$ cat src/hw/rtl/edge_trigger_hysteresis_interp_macros.svh
// Assertion helpers for the top-level file that checks this block.
`ifndef EDGE_TRIGGER_HYSTERESIS_INTERP_MACROS_SVH
`define EDGE_TRIGGER_HYSTERESIS_INTERP_MACROS_SVH

// The consequent must hold in the same cycle as the antecedent.
`define ETHI_ASSERT_SAME(lbl, clk, rst, pre, post) \
  lbl: assert property (@(posedge clk) disable iff (rst) (pre) |-> (post)) \
    else $error("ethi check failed");

// The consequent must hold in the cycle after the antecedent.
`define ETHI_ASSERT_NEXT(lbl, clk, rst, pre, post) \
  lbl: assert property (@(posedge clk) disable iff (rst) (pre) |=> (post)) \
    else $error("ethi check failed");

`endif

$ cat src/hw/rtl/ethi_pkg.sv
package ethi_pkg;

  localparam int SAMPLE_W    = 16;
  localparam int HYST_W      = 15;
  localparam int STAMP_W     = 32;
  localparam int INDEX_W     = 12;
  localparam int PROD_W      = SAMPLE_W + STAMP_W;
  localparam int CFG_INDEX_W = 3;
  localparam int CFG_DATA_W  = 16;

  typedef enum logic [CFG_INDEX_W-1:0] {
    REG_LEVEL  = 3'd0,
    REG_HYST   = 3'd1,
    REG_MODE   = 3'd2,
    REG_SOURCE = 3'd3
  } cfg_reg_t;

  typedef enum logic [1:0] {
    MODE_NONE    = 2'd0,
    MODE_RISING  = 2'd1,
    MODE_FALLING = 2'd2,
    MODE_ANY     = 2'd3
  } edge_mode_t;

  localparam logic signed [SAMPLE_W-1:0] LEVEL_RESET  = '0;
  localparam logic [HYST_W-1:0]          HYST_RESET   = 15'd400;
  localparam edge_mode_t                 MODE_RESET   = MODE_RISING;
  localparam logic                       SOURCE_RESET = 1'b0;

  typedef struct packed {
    logic                fired;
    logic [INDEX_W-1:0]  index;
    logic                interp;
    logic [STAMP_W-1:0]  stamp;
    logic [STAMP_W-1:0]  prev_stamp;
    logic [SAMPLE_W-1:0] num_mag;
    logic [SAMPLE_W-1:0] den_mag;
    logic                neg;
  } job_t;

  typedef struct packed {
    logic armed;
    logic done;
    logic at_start;
  } front_status_t;

endpackage

$ cat src/hw/rtl/ethi_if.sv
interface ethi_sample_if;
  logic                                 valid;
  logic                                 ready;
  logic signed [ethi_pkg::SAMPLE_W-1:0] chan0_sample;
  logic signed [ethi_pkg::SAMPLE_W-1:0] chan1_sample;
  logic [ethi_pkg::STAMP_W-1:0]         stamp;
  logic                                 buffer_end;

  modport source (output valid, chan0_sample, chan1_sample, stamp, buffer_end, input ready);
  modport sink (input valid, chan0_sample, chan1_sample, stamp, buffer_end, output ready);
endinterface

interface ethi_result_if;
  logic                         valid;
  logic                         ready;
  logic                         fired;
  logic [ethi_pkg::INDEX_W-1:0] fire_index;
  logic [ethi_pkg::STAMP_W-1:0] fire_time;

  modport source (output valid, fired, fire_index, fire_time, input ready);
  modport sink (input valid, fired, fire_index, fire_time, output ready);
endinterface

$ cat src/hw/rtl/ethi_fifo.sv
module ethi_fifo #(
  parameter int DEPTH = 4
) (
  input  logic            clk,
  input  logic            rst,
  input  logic            push,
  input  ethi_pkg::job_t  wdata,
  output logic            full,
  input  logic            pop,
  output ethi_pkg::job_t  rdata,
  output logic            empty
);

  localparam int PTR_W = (DEPTH > 1) ? $clog2(DEPTH) : 1;
  localparam int CNT_W = $clog2(DEPTH + 1);
  localparam logic [PTR_W-1:0] PTR_LAST = PTR_W'(DEPTH - 1);

  ethi_pkg::job_t   mem [DEPTH];
  logic [PTR_W-1:0] wr_ptr;
  logic [PTR_W-1:0] rd_ptr;
  logic [CNT_W-1:0] count;
  logic             do_push;
  logic             do_pop;

  assign full    = (count == CNT_W'(DEPTH));
  assign empty   = (count == '0);
  assign do_push = push && !full;
  assign do_pop  = pop && !empty;
  assign rdata   = mem[rd_ptr];

  always_ff @(posedge clk) begin
    if (rst) begin
      wr_ptr <= '0;
      rd_ptr <= '0;
      count  <= '0;
    end else begin
      if (do_push) begin
        wr_ptr <= (wr_ptr == PTR_LAST) ? '0 : wr_ptr + 1'b1;
      end
      if (do_pop) begin
        rd_ptr <= (rd_ptr == PTR_LAST) ? '0 : rd_ptr + 1'b1;
      end
      if (do_push && !do_pop) begin
        count <= count + 1'b1;
      end else if (do_pop && !do_push) begin
        count <= count - 1'b1;
      end
    end
  end

  always_ff @(posedge clk) begin
    if (do_push) begin
      mem[wr_ptr] <= wdata;
    end
  end

endmodule

$ cat src/hw/rtl/ethi_front.sv
module ethi_front #(
  parameter int MAX_BUFFER = 4096
) (
  input  logic                                clk,
  input  logic                                rst,
  input  logic                                cfg_we,
  input  logic [ethi_pkg::CFG_INDEX_W-1:0]    cfg_index,
  input  logic [ethi_pkg::CFG_DATA_W-1:0]     cfg_wdata,
  ethi_sample_if.sink                         samples,
  input  logic                                queue_full,
  output logic                                push,
  output ethi_pkg::job_t                      job,
  output ethi_pkg::front_status_t             status
);

  localparam int POS_W = $clog2(MAX_BUFFER);
  localparam logic [POS_W-1:0] POS_LAST = POS_W'(MAX_BUFFER - 1);

  logic signed [ethi_pkg::SAMPLE_W-1:0] level;
  logic [ethi_pkg::HYST_W-1:0]          hyst;
  ethi_pkg::edge_mode_t                 mode;
  logic                                 source;
  logic                                 armed;
  logic signed [ethi_pkg::SAMPLE_W-1:0] prev_level;
  logic [ethi_pkg::STAMP_W-1:0]         prev_stamp;
  logic [POS_W-1:0]                     pos;
  logic                                 done;

  logic                                 accept;
  logic                                 cfg_hit;
  logic                                 active;
  logic signed [ethi_pkg::SAMPLE_W-1:0] cur;
  logic signed [ethi_pkg::SAMPLE_W:0]   level_x;
  logic signed [ethi_pkg::SAMPLE_W:0]   prev_x;
  logic signed [ethi_pkg::SAMPLE_W:0]   cur_x;
  logic signed [ethi_pkg::SAMPLE_W:0]   thr_lo;
  logic signed [ethi_pkg::SAMPLE_W:0]   thr_hi;
  logic signed [ethi_pkg::SAMPLE_W:0]   num;
  logic signed [ethi_pkg::SAMPLE_W:0]   den;
  logic                                 cur_ge;
  logic                                 prev_ge;
  logic                                 arm_set;
  logic                                 fire;
  logic                                 armed_next;
  logic [31:0]                          pos_wide;

  assign samples.ready = !queue_full && !cfg_we;
  assign accept        = samples.valid && samples.ready;
  assign active        = accept && !done && (mode != ethi_pkg::MODE_NONE);

  assign cur     = source ? samples.chan1_sample : samples.chan0_sample;
  assign level_x = {level[ethi_pkg::SAMPLE_W-1], level};
  assign prev_x  = {prev_level[ethi_pkg::SAMPLE_W-1], prev_level};
  assign cur_x   = {cur[ethi_pkg::SAMPLE_W-1], cur};
  assign thr_lo  = level_x - $signed({2'b00, hyst});
  assign thr_hi  = level_x + $signed({2'b00, hyst});
  assign num     = level_x - prev_x;
  assign den     = cur_x - prev_x;
  assign cur_ge  = cur >= level;
  assign prev_ge = prev_level >= level;

  always_comb begin
    arm_set    = armed;
    fire       = 1'b0;
    armed_next = armed;
    unique case (mode)
      ethi_pkg::MODE_NONE: begin
        fire = 1'b0;
      end
      ethi_pkg::MODE_RISING: begin
        arm_set    = armed || (cur_x < thr_lo);
        fire       = arm_set && cur_ge;
        armed_next = arm_set && !fire;
      end
      ethi_pkg::MODE_FALLING: begin
        arm_set    = armed || (cur_x > thr_hi);
        fire       = arm_set && (cur <= level);
        armed_next = arm_set && !fire;
      end
      ethi_pkg::MODE_ANY: begin
        fire = prev_ge != cur_ge;
      end
    endcase
  end

  always_comb begin
    unique case (ethi_pkg::cfg_reg_t'(cfg_index))
      ethi_pkg::REG_LEVEL,
      ethi_pkg::REG_HYST,
      ethi_pkg::REG_MODE,
      ethi_pkg::REG_SOURCE: cfg_hit = 1'b1;
      default:              cfg_hit = 1'b0;
    endcase
  end

  assign pos_wide = 32'(pos);

  always_comb begin
    job            = '0;
    job.fired      = fire;
    job.index      = fire ? pos_wide[ethi_pkg::INDEX_W-1:0] : '0;
    job.interp     = fire && (pos != '0) && (prev_level != cur);
    job.stamp      = fire ? samples.stamp : '0;
    job.prev_stamp = prev_stamp;
    job.num_mag    = num[ethi_pkg::SAMPLE_W] ? ethi_pkg::SAMPLE_W'(-num)
                                             : num[ethi_pkg::SAMPLE_W-1:0];
    job.den_mag    = den[ethi_pkg::SAMPLE_W] ? ethi_pkg::SAMPLE_W'(-den)
                                             : den[ethi_pkg::SAMPLE_W-1:0];
    job.neg        = (num[ethi_pkg::SAMPLE_W] != den[ethi_pkg::SAMPLE_W]) && (num != '0);
  end

  assign push = accept && !done && samples.buffer_end && (mode == ethi_pkg::MODE_NONE)
             || active && (fire || samples.buffer_end);

  assign status.armed    = armed;
  assign status.done     = done;
  assign status.at_start = (pos == '0);

  always_ff @(posedge clk) begin
    if (rst) begin
      level      <= ethi_pkg::LEVEL_RESET;
      hyst       <= ethi_pkg::HYST_RESET;
      mode       <= ethi_pkg::MODE_RESET;
      source     <= ethi_pkg::SOURCE_RESET;
      armed      <= 1'b0;
      prev_level <= '0;
      pos        <= '0;
      done       <= 1'b0;
    end else if (cfg_we) begin
      unique case (ethi_pkg::cfg_reg_t'(cfg_index))
        ethi_pkg::REG_LEVEL:  level  <= $signed(cfg_wdata);
        ethi_pkg::REG_HYST:   hyst   <= cfg_wdata[ethi_pkg::HYST_W-1:0];
        ethi_pkg::REG_MODE:   mode   <= ethi_pkg::edge_mode_t'(cfg_wdata[1:0]);
        ethi_pkg::REG_SOURCE: source <= cfg_wdata[0];
        default: begin
        end
      endcase
      if (cfg_hit) begin
        armed      <= 1'b0;
        prev_level <= '0;
      end
    end else if (accept) begin
      if (done) begin
        if (samples.buffer_end) begin
          done <= 1'b0;
          pos  <= '0;
        end
      end else if (mode == ethi_pkg::MODE_NONE) begin
        if (samples.buffer_end) begin
          pos <= '0;
        end
      end else begin
        armed      <= armed_next;
        prev_level <= cur;
        if (fire && !samples.buffer_end) begin
          done <= 1'b1;
        end else if (samples.buffer_end) begin
          pos <= '0;
        end else if (pos != POS_LAST) begin
          pos <= pos + 1'b1;
        end
      end
    end
  end

  always_ff @(posedge clk) begin
    if (active) begin
      prev_stamp <= samples.stamp;
    end
  end

endmodule

$ cat src/hw/rtl/ethi_back.sv
module ethi_back (
  input  logic           clk,
  input  logic           rst,
  input  logic           empty,
  input  ethi_pkg::job_t rdata,
  output logic           pop,
  ethi_result_if.source  results
);

  localparam int PW    = ethi_pkg::PROD_W;
  localparam int SW    = ethi_pkg::SAMPLE_W;
  localparam int TW    = ethi_pkg::STAMP_W;
  localparam int CNT_W = $clog2(PW);
  localparam logic [CNT_W-1:0] CNT_LAST = CNT_W'(PW - 1);

  typedef enum logic [1:0] {
    S_IDLE,
    S_MUL,
    S_DIV,
    S_DONE
  } state_t;

  state_t                   state;
  ethi_pkg::job_t           job;
  logic [PW-1:0]            prod;
  logic [SW-1:0]            rem;
  logic [CNT_W-1:0]         cnt;
  logic                     out_valid;
  logic                     out_fired;
  logic [ethi_pkg::INDEX_W-1:0] out_index;
  logic [TW-1:0]            out_time;

  logic                     slot_free;
  logic                     out_load;
  logic [SW:0]              rem_sh;
  logic [SW:0]              diff;
  logic                     qbit;
  logic [TW-1:0]            dt;
  logic [TW-1:0]            quot;
  logic [TW-1:0]            result_time;

  assign results.valid      = out_valid;
  assign results.fired      = out_fired;
  assign results.fire_index = out_index;
  assign results.fire_time  = out_time;

  assign slot_free = !out_valid || results.ready;
  assign pop       = (state == S_IDLE) && !empty && (rdata.interp || slot_free);
  assign out_load  = (pop && !rdata.interp) || ((state == S_DONE) && slot_free);

  assign rem_sh      = {rem, prod[PW-1]};
  assign diff        = rem_sh - {1'b0, job.den_mag};
  assign qbit        = rem_sh >= {1'b0, job.den_mag};
  assign dt          = job.stamp - job.prev_stamp;
  assign quot        = prod[TW-1:0];
  assign result_time = job.neg ? job.prev_stamp - quot : job.prev_stamp + quot;

  always_ff @(posedge clk) begin
    if (rst) begin
      state     <= S_IDLE;
      out_valid <= 1'b0;
    end else begin
      if (out_valid && results.ready && !out_load) begin
        out_valid <= 1'b0;
      end
      unique case (state)
        S_IDLE: begin
          if (pop) begin
            job <= rdata;
            if (rdata.interp) begin
              state <= S_MUL;
            end else begin
              out_valid <= 1'b1;
              out_fired <= rdata.fired;
              out_index <= rdata.index;
              out_time  <= rdata.stamp;
            end
          end
        end
        S_MUL: begin
          prod  <= PW'(job.num_mag) * PW'(dt);
          rem   <= '0;
          cnt   <= '0;
          state <= S_DIV;
        end
        S_DIV: begin
          prod <= {prod[PW-2:0], qbit};
          rem  <= qbit ? diff[SW-1:0] : rem_sh[SW-1:0];
          cnt  <= cnt + 1'b1;
          if (cnt == CNT_LAST) begin
            state <= S_DONE;
          end
        end
        S_DONE: begin
          if (slot_free) begin
            out_valid <= 1'b1;
            out_fired <= 1'b1;
            out_index <= job.index;
            out_time  <= result_time;
            state     <= S_IDLE;
          end
        end
      endcase
    end
  end

endmodule

$ cat src/hw/rtl/edge_trigger_hysteresis_interp.sv
// Edge trigger with hysteresis and sub-sample time interpolation.
// The samples channel takes one two-channel sample per transaction, with a
// timestamp and a mark on the last sample of each buffer. The results channel
// gives one transaction per buffer: whether the trigger fired, the position
// of the firing sample and the trigger time. Configuration registers are
// written through cfg_we, cfg_index and cfg_wdata; the user must write them
// only while the block is idle, as the block itself does not enforce it.
// The front stage accepts one sample per cycle whenever the result queue has
// room and no configuration write is under way. A result that needs no
// interpolation passes through the queue into the output register. An
// interpolated fire passes through the queue, the 16 by 32 bit product, the
// bit-serial divider and the output register; the queue keeps taking samples
// meanwhile as long as it has room.
// When the receiver stalls, the output register holds its result, the queue
// fills, and the samples channel then drops ready.
// Reset restores the register defaults and clears the trigger state, the
// queue and the output register; there is no clearing pass.
module edge_trigger_hysteresis_interp #(
  parameter int MAX_BUFFER  = 4096,
  parameter int QUEUE_DEPTH = 4
) (
  input  logic                             clk,
  input  logic                             rst,
  input  logic                             cfg_we,
  input  logic [ethi_pkg::CFG_INDEX_W-1:0] cfg_index,
  input  logic [ethi_pkg::CFG_DATA_W-1:0]  cfg_wdata,
  ethi_sample_if.sink                      samples,
  ethi_result_if.source                    results
);

  `include "edge_trigger_hysteresis_interp_macros.svh"

  ethi_pkg::job_t          push_job;
  ethi_pkg::job_t          pop_job;
  ethi_pkg::front_status_t status;
  logic                    push;
  logic                    pop;
  logic                    queue_full;
  logic                    queue_empty;

  ethi_front #(
    .MAX_BUFFER(MAX_BUFFER)
  ) u_front (
    .clk       (clk),
    .rst       (rst),
    .cfg_we    (cfg_we),
    .cfg_index (cfg_index),
    .cfg_wdata (cfg_wdata),
    .samples   (samples),
    .queue_full(queue_full),
    .push      (push),
    .job       (push_job),
    .status    (status)
  );

  ethi_fifo #(
    .DEPTH(QUEUE_DEPTH)
  ) u_fifo (
    .clk  (clk),
    .rst  (rst),
    .push (push),
    .wdata(push_job),
    .full (queue_full),
    .pop  (pop),
    .rdata(pop_job),
    .empty(queue_empty)
  );

  ethi_back u_back (
    .clk    (clk),
    .rst    (rst),
    .empty  (queue_empty),
    .rdata  (pop_job),
    .pop    (pop),
    .results(results)
  );

  `ETHI_ASSERT_NEXT(a_cfg_disarms, clk, rst,
    cfg_we && (cfg_index <= ethi_pkg::CFG_INDEX_W'(ethi_pkg::REG_SOURCE)), !status.armed)
  `ETHI_ASSERT_NEXT(a_buffer_end_rewinds, clk, rst,
    samples.valid && samples.ready && samples.buffer_end, status.at_start && !status.done)
  `ETHI_ASSERT_SAME(a_no_fire_is_zero, clk, rst,
    results.valid && !results.fired, (results.fire_index == '0) && (results.fire_time == '0))

endmodule

$ cat src/flat_wrapper.sv
// flat-port wrapper written by rule: the top's interface ports become plain ports
module edge_trigger_hysteresis_interp_flat 
#(
  parameter int MAX_BUFFER  = 4096,
  parameter int QUEUE_DEPTH = 4
)
  (clk, rst, cfg_we, cfg_index, cfg_wdata, samples_valid, samples_chan0_sample, samples_chan1_sample, samples_stamp, samples_buffer_end, samples_ready, results_valid, results_fired, results_fire_index, results_fire_time, results_ready);
  ethi_sample_if samples_i ();
  ethi_result_if results_i ();
  input  logic clk;
  input  logic rst;
  input  logic cfg_we;
  input  logic [ethi_pkg::CFG_INDEX_W-1:0] cfg_index;
  input  logic [ethi_pkg::CFG_DATA_W-1:0] cfg_wdata;
  input wire logic [$bits(samples_i.valid)-1:0] samples_valid;
  input wire logic [$bits(samples_i.chan0_sample)-1:0] samples_chan0_sample;
  input wire logic [$bits(samples_i.chan1_sample)-1:0] samples_chan1_sample;
  input wire logic [$bits(samples_i.stamp)-1:0] samples_stamp;
  input wire logic [$bits(samples_i.buffer_end)-1:0] samples_buffer_end;
  output wire logic [$bits(samples_i.ready)-1:0] samples_ready;
  output wire logic [$bits(results_i.valid)-1:0] results_valid;
  output wire logic [$bits(results_i.fired)-1:0] results_fired;
  output wire logic [$bits(results_i.fire_index)-1:0] results_fire_index;
  output wire logic [$bits(results_i.fire_time)-1:0] results_fire_time;
  input wire logic [$bits(results_i.ready)-1:0] results_ready;
  assign samples_i.valid = samples_valid;
  assign samples_i.chan0_sample = samples_chan0_sample;
  assign samples_i.chan1_sample = samples_chan1_sample;
  assign samples_i.stamp = samples_stamp;
  assign samples_i.buffer_end = samples_buffer_end;
  assign samples_ready = samples_i.ready;
  assign results_valid = results_i.valid;
  assign results_fired = results_i.fired;
  assign results_fire_index = results_i.fire_index;
  assign results_fire_time = results_i.fire_time;
  assign results_i.ready = results_ready;
  edge_trigger_hysteresis_interp #(.MAX_BUFFER(MAX_BUFFER), .QUEUE_DEPTH(QUEUE_DEPTH)) u_core (.clk(clk), .rst(rst), .cfg_we(cfg_we), .cfg_index(cfg_index), .cfg_wdata(cfg_wdata), .samples(samples_i), .results(results_i));
endmodule
$ cat config.mk
export PLATFORM = sky130hd
export DESIGN_NAME = edge_trigger_hysteresis_interp_flat
export DESIGN_NICKNAME = d
export VERILOG_FILES = /design/src/hw/rtl/ethi_pkg.sv /design/src/hw/rtl/ethi_if.sv /design/src/hw/rtl/ethi_fifo.sv /design/src/hw/rtl/ethi_front.sv /design/src/hw/rtl/ethi_back.sv /design/src/hw/rtl/edge_trigger_hysteresis_interp.sv /design/src/flat_wrapper.sv
export VERILOG_INCLUDE_DIRS = /design/src /design/src/hw/rtl
export SDC_FILE = /design/constraint.sdc
export NUM_CORES = 2
export LEC_CHECK = 0
export BUFFER_PORTS_ARGS = -buffer_cell sky130_fd_sc_hd__buf_2
export CAP_MARGIN = 20
export CORE_AREA = 3 3 380 382
export CTS_CLUSTER_SIZE = 16
export DETAILED_ROUTE_END_ITERATION = 16
export DIE_AREA = 0 0 383 385
export HOLD_SLACK_MARGIN = 0.1
export SKIP_LAST_GASP = 1
export SLEW_MARGIN = 0
export SYNTH_ARGS = -nofsm -noshare
export SYNTH_HDL_FRONTEND = slang
export SYNTH_SLANG_ARGS = --single-unit
$ cat constraint.sdc
create_clock -name clk -period 7.8 [get_ports clk]
set_input_delay 0.78 -clock clk [delete_from_list [all_inputs] [get_ports clk]]
set_output_delay 0.78 -clock clk [all_outputs]
set_load 0.02 [all_outputs]
Word level (Yosys, flattened, before mapping)
Memory sizes are Yosys's and may differ from the RTL's. A register that Yosys moved wholly into a read port is not among the register bits.
Cells that the tools add are included.

storage, ports and cells
  register bits after elaboration = 330
  bits in writable memories = 444
  input port bits = 89
  output and inout port bits = 47
  word-level logic and storage cells = 211
  memories = 1

operators by class
  add/subtract/negate cells = 16
  $mul = 1
  $lt $le $gt $ge = 6
  equality and inequality tests = 26
  mux-type cells = 63
  bitwise gates (word level) = 2
  reduce and logical (&&, ||, !) cells = 70

memories
  name               words  bits a word  read ports  clocked after memory_dff  wr ports  line             RTL
  u_core.u_fifo.mem  4      111          1           1                         1         ethi_fifo.sv:18  ethi_pkg::job_t mem [DEPTH];

operators by type and width
  operator            number
  $mux 32             5
  $mux 16             9
  $mux 12             10
  $pmux 48 s2         1
  $pmux 32 s2         1
  $sub 32x32->32      2
  $sub 16x16->17      3
  $mul 16x32->48      1
  $add 32x32->32      1
  $ge 16x16->1        2
  $neg 16->16         2
  $pmux 16 s2         1
  $logic_and 1x1->1   25
  $pmux 12 s2         1
  $mux 1              19
  $add 16x16->17      1
  $ge 17x16->1        1
  $gt 16x17->1        1
  $lt 16x17->1        1
  $reduce_bool 17->1  1
  $le 16x16->1        1
  $mux 2              8
  $ne 16x16->1        1
  $sub 16x16->16      1
  other kinds (35)    85

Logic depth before layout (Yosys ltp)
  word-level depth = 13
  mapped depth = 36
  mapped depth without buffers = 33

Cells and area by module
Synthesis repeated with hierarchy kept, for this count alone.

unflattened totals
  cells, all modules = 5066
  area total of the unflattened synthesis = 56228.9 µm²

by module, submodules not included
  module      times used  cells an instance  area an instance (µm²)  sequential area each (µm²)
  ethi_back   1           3310               30680.7                 6786.5
  ethi_fifo   1           629                16479.6                 13513.0
  ethi_front  1           1127               9068.7                  2242.2

Least setup slack after synthesis
OpenSTA, ideal clock, no wires.

  path type = register to register
  from = register u_core.u_back.job[33] (netlist bit)
  to = register u_core.u_back.prod[42], data pin
  library setup time = 0.271 ns
  arrival time = 7.926 ns
  required time = 7.529 ns
  setup slack = -0.397 ns
  stages on the path, launching flop included = 33
  buffers on the path = 2
  clock period less this slack = 8.197 ns
  cells stage by stage = edfxtp_1 > ha_1 > fa_1 > nor2b_1 > o21ai_2 > a21boi_2 > o41ai_4 > a311oi_2 > o21a_1 > nor2_1 > xnor2_1 > clkbuf_1 > nand2_1 > fa_1 > fa_1 > fa_1 > inv_1 > fa_1 > fa_1 > inv_1 > fa_1 > inv_1 > ha_1 > clkbuf_1 > nand2_1 > nor2_1 > nand4b_1 > a21oi_1 > o21bai_1 > a21oi_1 > o2111ai_1 > a2111oi_0 > nor3_1

on the way
  word-level cells in the longest chain between the ends = 3

RTL lines
  item                      line             RTL
  start: declaration        ethi_back.sv:24  ethi_pkg::job_t job;
  start signal: assignment  ethi_back.sv:69  job <= rdata;
  $sub 32x32->32            ethi_back.sv:54  assign dt = job.stamp - job.prev_stamp;
  $mul 16x32->48            ethi_back.sv:81  prod <= PW'(job.num_mag) * PW'(dt);
  $pmux 48 s2               ethi_back.sv:66  unique case (state)
  end signal: assignment    ethi_back.sv:81
  end signal: assignment    ethi_back.sv:87  prod <= {prod[PW-2:0], qbit};
  end: declaration          ethi_back.sv:25  logic [PW-1:0] prod;

No other way between the ends.
A chain may end at the register's enable or synchronous reset.

Worst setup path in the final report
  from = register u_core.u_back.job[33] (netlist bit)
  to = register u_core.u_back.prod[41], data pin

Same word-level chain as after synthesis.

==> flow_summary.yaml <==
grt:
  grt_pass1_wl_um: 234700
  first_global_vias: 39580
  overflow: 0
  grt_max_degree: 93
  grt_antenna_before_repair: 10
  grtUsageTotal_pct: 20.50
worst_hold_path:
  hold_class: "in -> reg"
placement:
  io_buffers: 135
  dpl.cell_count: 7271
  dpl.hpwl_um: 113500
  placed_area_um2: 62060
  place.gp.congestion: 0.9280
sta:
  clock_skew_ns: 0.02862
  timing.hold.ws_ns: 0.3027
  setup_viol: 29
  tns_ns: -11.04
  slew_violations: 0
  fin_crit_ns: 8.417
  hold_violations: 0
  fin_ws_ns: -0.6167
  rsz0062_at_grt: "true"
  max_freq_mhz: 118.8
  max-slew-margin-rel_pct: 28.43
  worst_slew_pin_slew_ns: 1.073
  fin_crit_sh_pct: 107.9
clock_network:
  cts_tree: "done"
  clock_latency_ns: 0.67
  cts_hold_buf: 0
  clockBufferDepth: 3
  cts.htree.levels: 3
  cts_num_sinks: 776
  clock-root-buffer: "clkbuf_16"
  clkTransAtPathRegs_ns: 0.06
  cts_buffers: 76
finish:
  final_nets: 6357
  drive_gt1_share_pct: 20.26
  fillers: 12800
  stdcell_area_um2: 66240
  area_growth_pct: 17.69
  final_cells: 7469
synthesis:
  synth_edf_count: 700
  synthTopCellsByArea: "edfxtp_1 37%, fa_1 15%, ha_1 7.2%"
  synth_nets: 5919
  synthDominantCellAreaShare_pct: 37.35
  yosysSeqAreaShare_pct: 40.05
  synth_top_area_cell: "edfxtp_1"
  syn-instance-count: 5079
  avgSynthCellArea_um2: 11.08
  synth_warnings: 0
  ys.flop_type: "edfxtp_1"
  synth_cell_type_count: 107
  synthArstFlopShare_pct: 0
  ys_seq_elements: 776
  syn-cell-area_um2: 56280
drt:
  dr.pass1.iters: 6
  antenna_left: 0
  via_count: 39700
  avgRoutedWirePerCell_um: 20.19
  drt_wl_total_um: 150800
  drt-initial-drc-count: 3127
  vias_per_cell: 5.315
  drc: 0
floorplanning:
  start_util_pct: 39.80
  rows: 138
  io_pins: 136
  die_h_um: 385
  die_area_um2: 147500
  core_um2: 141400
  die_w_um: 383
critical_path:
  cpPeakStageDelay_ns: 0.60
  start_kind: "register"
  crit_top_cell: "fa_1"
  cp-end-kind: "register"
  crit_type: "reg -> reg"
  worst_ep_arrival_time_ns: 8.82
  required_ns: 8.21
  cp_max_fo: 6
  slowest_stage: "fa_1"
status:
  violations: "setup timing"
  status: "complete, but fails checks"
run:
  cap_violations: 0
## per-layer routing
metal  vias to the layer above  share of wire (%)  GRT usage [%]  routed length [µm]
met3                       156                6.7          4.039               10160
met2                      1114                 45          32.19               68390
li1                      18540                  -              -                   -
met4                         2                2.2          5.095                3318
met5                         -             0.0086              0                  13
met1                     19890                 46          29.20               68890
## per-stage QoR
stage | setup slack, ns | util (%)
2_1_floorplan | -0.01105 | -
3_3_place_gp | -0.8140 | 43.88
3_5_place_dp | -0.9236 | 43.88
4_1_cts | -0.5154 | 46.41
5_1_grt | -0.9050 | 46.84
6_report | -0.6167 | 46.84
## synth_stat cells (all sizes together) (15+ instances only)
cell type and instances:
clkbuf 192, nand4 28, fa 426, nor2b 42, nand3 128, o21a 40, o21bai 25, inv 644
a31oi 38, o311ai 18, nand3b 47, nor3 88, a21o 82, or3 17, mux2 47, mux2i 16
a211o 17, xor2 65, and4 18, nor2 193, buf 49, and2 196, and3 46, nand2 554
dfxtp 76, edfxtp 700, a211oi 32, ha 325, mux4 111, o31ai 15, a21oi 236, a311oi 21
xnor2 133, o21ai 151, nor4 20, nand2b 50, o211ai 23
## flip-flops by register name, summed over array words and instances, names as in the netlist, 3 cells and up, named ones only
signal / cells
u_core.u_back.job: 109
u_core.u_front.prev_stamp: 32
u_core.u_front.prev_level: 16
u_core.u_front.hyst: 15
u_core.u_back.rem: 16
u_core.u_fifo.mem: 444
u_core.u_back.results.fire_index: 12
u_core.u_back.prod: 48
u_core.u_back.cnt: 6
u_core.u_fifo.count: 3
u_core.u_front.level: 16
u_core.u_back.results.fire_time: 32
u_core.u_front.pos: 12
## worst max-delay path: cells and delay by family, from the launching register on
family,cells,cell delay (ns)
flops,1,0.44
compound gates,14,2.24
buf+inv,9,1.10
simple gates,4,0.55
fa+ha+maj,9,3.81
## layout by cell type, fill, tap and decap left out, types with 42 or more instances in the layout
master / n
clkbuf_16: 76
fa_1: 402
nand2b_1: 50
xor2_1: 63
nand3b_1: 47
a21oi_1: 200
nor3_1: 82
and2_1: 187
dfxtp_1: 74
nor2_1: 187
mux4_2: 111
buf_4: 397
xnor2_1: 128
edfxtp_1: 700
a21o_1: 81
and3_1: 42
nand2_1: 545
ha_1: 300
o21ai_0: 111
buf_2: 135
nand3_1: 122
inv_1: 624
mux2_2: 43
## timing repair
| item | in CTS | in global routing |
|---|---|---|
| gates resized for setup | 160 | 108 |
| setup endpoints to repair | 29 | 32 |
| buffers inserted | 36 | 24 |
| pin swaps | 106 | 114 |
| cloned | 2 | 0 |
## area by class of cell
| cell class | instances | area (µm²) | area share [%] |
|---|---|---|---|
| Multi-Input combinational cell | 3416 | 31620 | 47.74 |
| Sequential cell | 776 | 22550 | 34.04 |
| Timing Repair Buffer | 600 | 4796 | 7.240 |
| Inverter | 647 | 2429 | 3.666 |
| Tap cell | 1890 | 2365 | 3.570 |
| Clock buffer | 95 | 1983 | 2.994 |
| Clock inverter | 43 | 491.7 | 0.7423 |
| Antenna cell | 2 | 5.005 | 0.007555 |
## path summary, 6_finish.rpt
path	from	endpoint	slack, ns	cells after the start
worst max-delay path	u_core.u_back.job[33]	u_core.u_back.prod[41]	-0.62	36
worst min-delay path	samples_stamp[14]	u_core.u_front.prev_stamp[14]	0.30	1
worst max register to register	u_core.u_back.job[33]	u_core.u_back.prod[41]	-0.62	36
worst min register to register	u_core.u_front.prev_level[8]	u_core.u_front.prev_level[8]	0.47	2
## cells by family (layout without fill, tap and decap cells)
kind of cell             Yosys count  count (layout)  share of synthesized area, %
AND/OR/NAND/NOR                 1491            1492                         13.31
XOR/XNOR                         198             198                         3.081
buffers and inverters            888            1385                         5.995
AO/OA/AOI/OAI                    801             801                         9.517
adder cells (fa/ha/maj)          751             751                         22.38
other                              0               2                             0
multiplexers                     174             174                         5.673
flip-flops                       776             776                         40.05
Power is not shown: default switching activity piles up to over one toggle a cycle in this logic, so the estimate is an artifact.
